==> config.mk <==
export PLATFORM = sky130hd
export DESIGN_NAME = bsc_inq
export DESIGN_NICKNAME = d
export VERILOG_FILES = /design/src/rtl/bsc_pkg.sv /design/src/rtl/bsc_inq.sv
export SDC_FILE = /design/constraint.sdc
export NUM_CORES = 1
export LEC_CHECK = 0
export ABC_AREA = 1
export BUFFER_PORTS_ARGS = -buffer_cell sky130_fd_sc_hd__buf_2
export CAP_MARGIN = 5
export CORE_MARGIN = 1.5
export CORE_UTILIZATION = 55
export CTS_CLUSTER_SIZE = 40
export DETAILED_ROUTE_END_ITERATION = 8
export PLACE_DENSITY = 0.76
export SYNTH_ARGS = -nofsm -noshare
export SYNTH_HDL_FRONTEND = slang
export SYNTH_SLANG_ARGS = --single-unit
==> constraint.sdc <==
create_clock -name clk_i -period 4.45 [get_ports clk_i]
set_input_delay 0 -clock clk_i [delete_from_list [all_inputs] [get_ports clk_i]]
set_output_delay 0 -clock clk_i [all_outputs]
set_load 0.01 [all_outputs]
==> src/rtl/bsc_pkg.sv <==
// Shared types and constants of the barometric compensation block.
package bsc_pkg;

  localparam int unsigned INQ_DEPTH = 4;
  localparam int unsigned DIV_STEPS = 32;
  localparam int unsigned DVD_W     = 32;
  localparam int unsigned DVS_W     = 21;

  localparam logic signed [28:0] T_OFFSET  = 29'sd4000;
  localparam logic [31:0]        P_SCALE   = 32'd50000;
  localparam logic [11:0]        P_C1      = 12'd3038;
  localparam logic signed [14:0] P_C2      = -15'sd7357;
  localparam logic signed [46:0] P_C3      = 47'sd3791;
  localparam logic [31:0]        X3_BIAS   = 32'd32768;
  localparam logic [17:0]        PRESS_MAX = 18'd262143;

  typedef enum logic [2:0] {
    CFG_AC1_AC2 = 3'd0,
    CFG_AC3_AC4 = 3'd1,
    CFG_AC5_AC6 = 3'd2,
    CFG_B1_B2   = 3'd3,
    CFG_MC_MD   = 3'd4
  } cfg_idx_e;

  typedef struct packed {
    logic [31:0] ac1_ac2;
    logic [31:0] ac3_ac4;
    logic [31:0] ac5_ac6;
    logic [31:0] b1_b2;
    logic [31:0] mc_md;
  } cfg_t;

  typedef struct packed {
    logic [15:0] raw_temperature;
    logic [15:0] raw_pressure;
  } in_t;

  typedef struct packed {
    logic signed [15:0] temperature_tenths;
    logic [17:0]        pressure_pascal;
    logic               divide_error;
  } out_t;

  typedef struct packed {
    logic             start;
    logic [DVD_W-1:0] dividend;
    logic [DVS_W-1:0] divisor;
  } div_req_t;

  typedef struct packed {
    logic             done;
    logic [DVD_W-1:0] quotient;
  } div_rsp_t;

  typedef enum logic [4:0] {
    S_IDLE, S_X1, S_DEN, S_TDIV, S_B6, S_SQ, S_MA, S_MB, S_MC, S_MD,
    S_B3, S_B4, S_B7, S_PDIV, S_P1, S_P2, S_P3, S_FIN, S_OUT
  } back_st_e;

endpackage

==> src/rtl/bsc_inq.sv <==
// Front input queue: holds raw reading pairs until the back end takes them.
module bsc_inq (
  input  logic         clk_i,
  input  logic         rst_ni,
  input  logic         push_i,
  output logic         full_o,
  input  bsc_pkg::in_t wdata_i,
  input  logic         pop_i,
  output logic         empty_o,
  output bsc_pkg::in_t rdata_o
);
  import bsc_pkg::*;

  localparam int unsigned PW = $clog2(INQ_DEPTH);

  in_t           mem_q [INQ_DEPTH];
  logic [PW-1:0] wptr_q, wptr_d, rptr_q, rptr_d;
  logic [PW:0]   cnt_q, cnt_d;
  logic          do_push, do_pop;

  assign full_o  = (cnt_q == (PW+1)'(INQ_DEPTH));
  assign empty_o = (cnt_q == '0);
  assign do_push = push_i && !full_o;
  assign do_pop  = pop_i && !empty_o;
  assign rdata_o = mem_q[rptr_q];

  always_comb begin
    wptr_d = wptr_q;
    rptr_d = rptr_q;
    cnt_d  = cnt_q;
    if (do_push) begin
      wptr_d = (wptr_q == PW'(INQ_DEPTH - 1)) ? '0 : wptr_q + 1'b1;
    end
    if (do_pop) begin
      rptr_d = (rptr_q == PW'(INQ_DEPTH - 1)) ? '0 : rptr_q + 1'b1;
    end
    if (do_push && !do_pop) begin
      cnt_d = cnt_q + 1'b1;
    end else if (do_pop && !do_push) begin
      cnt_d = cnt_q - 1'b1;
    end
  end

  always_ff @(posedge clk_i or negedge rst_ni) begin
    if (!rst_ni) begin
      wptr_q <= '0;
      rptr_q <= '0;
      cnt_q  <= '0;
    end else begin
      wptr_q <= wptr_d;
      rptr_q <= rptr_d;
      cnt_q  <= cnt_d;
    end
  end

  always_ff @(posedge clk_i) begin
    if (do_push) begin
      mem_q[wptr_q] <= wdata_i;
    end
  end

endmodule

==> flow_summary.json <==
{
  "dp.cells": 616,
  "r2r_slack_ps": 2250,
  "r2r-start": "cnt_q[0]$_DFFE_PN0P_",
  "timing.final.crit_share_pct": 52.2,
  "cp_slowest_cell": "dfrtp_4",
  "path_class": "register to output port",
  "rsz0062_at_grt": "no",
  "first_iter_violations": 234,
  "nNetsFinal": 581,
  "cp_max_fo": 131,
  "cp-endpoint": "rdata_o[3]",
  "cts.sinks": 135,
  "ys_top_cells_by_area": "edfxtp_1, o211ai_1, nand2_1",
  "drc": 0,
  "synth_area_sq_um": 5490,
  "reg2reg_to": "mem_q[2][15]$_DFFE_PP_",
  "tightest_slew_ps": 1220,
  "die_width_um": 103,
  "fin_skew_ps": 7.42,
  "final-setup-viol-count": 0,
  "synthFlopType": "edfxtp_1",
  "diodes": 0,
  "cts_setup_buffers": 0,
  "dpl_cell_area_sq_um": 5940,
  "rr_worst_depth": 4,
  "cts_buffer_depth": 2,
  "avgSynthCellArea_sq_um": 12.7,
  "ant_nets": 0,
  "p_total_mw": 4.47,
  "globalplace.congestion": 0.702,
  "core_sq_um": 9730,
  "startpoint": "rptr_q[0]$_DFFE_PN0P_",
  "synth_edf_count": 128,
  "cpMostUsedCell": "nand2_1",
  "design_area_sq_um": 6880,
  "synth_top_area_cell": "edfxtp_1",
  "ys_seq_elements": 135,
  "hold_class": "input pin to register",
  "cts_resized": 0,
  "area_growth_pct": 25.2,
  "leakagePower_nw": 2.81,
  "hold_viol_final": 0,
  "via_count": 3409,
  "fin_crit_ps": 2320,
  "ys_async_sr_fraction_pct": 5.19,
  "finalSetupTns_ps": 0,
  "grt_overflow_total": 0,
  "grt_pass1_vias": 3317,
  "synthTopCellsByCount": "edfxtp_1, nand2_1, inv_1",
  "port_buffers": 69,
  "num_rows": 36,
  "die_y_um": 103,
  "status": "finished, final reports clean",
  "synth_most_common_cell": "edfxtp_1",
  "synth_top_area_share_pct": 70.0,
  "tritoncts": "built",
  "grt_use_total_pct": 20.5,
  "crit_path_cell_trace": "nand2_1 > o211ai_1 > nand2_1 > buf_2",
  "clk_pin_slew_ps": 60,
  "grt_antenna_before_repair": 0,
  "slew_headroom_pct": 18.6,
  "cts_max_level": 4,
  "cp_data_arrival_time_ps": 2320,
  "power_density_nw_per_um2": 651,
  "hold_buffers": 36,
  "totalWireLength_mm": 9.89,
  "clock_latency_ps": 500,
  "ios": 70,
  "synth.net_count": 477,
  "max_stage_delay_ps": 1230,
  "dp_hpwl_mm": 5.70,
  "yosysWarnings": 0,
  "cts_buffers": 17,
  "ir_worst_vdd_mv": 0.417,
  "grt_pass1_wl_mm": 15.9,
  "crit_path_start_kind": "register",
  "grt_start_max_net_pins": 132,
  "stdcell_count": 684,
  "worstSetupEndpointType": "output port",
  "drive_gt1_share_pct": 19.1,
  "drv_slew": 0,
  "critical_path_required_ps": 4450,
  "yosysSeqAreaShare_pct": 73.1,
  "die_area_sq_um": 10600,
  "routed_via_density": 4.98,
  "synth.distinct_cells": 16,
  "final.fill_count": 650,
  "initial_utilization_pct": 56.5,
  "fmax_ghz": 0.431,
  "drt-pass1-iter-count": 5,
  "post_drt_wl_per_cell_um": 14.5,
  "clk_root_buffer_cell": "clkbuf_8",
  "synthCells": 434,
  "cap_violations": 0
}
[where the power goes]
| group | switching [mW] | internal, mW |
|---|---|---|
| sequential | 0.227 | 1.68 |
| clock | 0.483 | 0.843 |
| combinational | 0.769 | 0.472 |
[flip-flops by register name, summed over array words and instances, names as in the netlist]
| name | count |
|---|---|
| rptr_q | 2 |
| mem_q | 128 |
| wptr_q | 2 |
| cnt_q | 3 |
[kinds of logic (layout without fill, tap and decap cells)]
family	after synthesis	in the layout	share of synthesized area [%]
flip-flops	135	135	73.1
AND/OR/NAND/NOR	125	125	8.75
buffers and inverters	101	218	7.38
AO/OA/AOI/OAI	65	65	8.84
adder cells (fa/ha/maj)	7	7	1.73
XOR/XNOR	1	1	0.159
[routing by layer]
metal  track usage [%]  vias up  wire (um)
met3              6.10        6        580
met1              27.8     1597       4330
met5                 0        -          0
met4              7.38        0         87
li1                  -     1698          -
met2              32.1      108       4890
[worst min-delay path by stage]
stage	endpoint	cells past startpoint	slack [ps]	startpoint
2_1_floorplan	cnt_q[0]$_DFFE_PN0P_	0	-300	rst_ni
3_3_place_gp	wptr_q[0]$_DFFE_PN0P_	1	-160	rst_ni
3_5_place_dp	cnt_q[2]$_DFFE_PN0P_	1	-160	rst_ni
4_1_cts	mem_q[1][18]$_DFFE_PP_	2	230	wdata_i[18]
5_1_grt	mem_q[3][1]$_DFFE_PP_	2	240	wdata_i[1]
6_report	mem_q[1][25]$_DFFE_PP_	2	250	wdata_i[25]
[layout by cell type, fill, tap and decap left out]
| master | netlist | final |
|---|---|---|
| buf_2 | 18 | 69 |
| buf_4 | 1 | 1 |
| bufinv_16 | 0 | 3 |
| clkbuf_16 | 0 | 16 |
| clkbuf_8 | 0 | 1 |
| clkinv_1 | 0 | 3 |
| clkinv_2 | 0 | 4 |
| clkinvlp_4 | 0 | 4 |
| dfrtp_1 | 7 | 6 |
| dfrtp_4 | 0 | 1 |
| dlygate4sd3_1 | 0 | 36 |
| edfxtp_1 | 128 | 128 |
| fa_1 | 1 | 1 |
| ha_1 | 6 | 6 |
| inv_1 | 79 | 79 |
| inv_2 | 1 | 1 |
| inv_6 | 0 | 1 |
| nand2_1 | 111 | 111 |
| nand3_1 | 7 | 7 |
| nand4_1 | 1 | 1 |
| nor2_1 | 6 | 2 |
| nor2_4 | 0 | 4 |
| o211ai_1 | 64 | 64 |
| o21ai_0 | 1 | 1 |
| xnor2_1 | 1 | 1 |
[through the flow]
| stage | hold WS, ps | setup WS (ps) | utilization (%) |
|---|---|---|---|
| CTS | 228 | 2090 | 70.7 |
| global route | 238 | 1910 | 70.7 |
| floorplan | -296 | 1950 | - |
| finish | 252 | 2130 | 70.7 |
| detailed placement | -157 | 2220 | 61.1 |
| global placement | -161 | 2350 | 61.1 |
[final cells by class]
type | count | area (sq um) | area share, %
multi-input combinational | 198 | 1100 | 16.0
inverter | 80 | 300 | 4.37
clock inverter | 15 | 160 | 2.33
clock buffer | 17 | 414 | 6.02
timing repair buffer | 106 | 713 | 10.4
sequential | 135 | 4020 | 58.5
tap | 133 | 166 | 2.42
[worst max-delay path: cells and delay by family (launching register included)]
kind,cells,cell delay (ps)
DFF,1,1230
and+or+nand+nor,2,260
buffers and inverters,1,150
AOI/OAI and AO/OA,1,130
(Power assumes the default switching activity.)
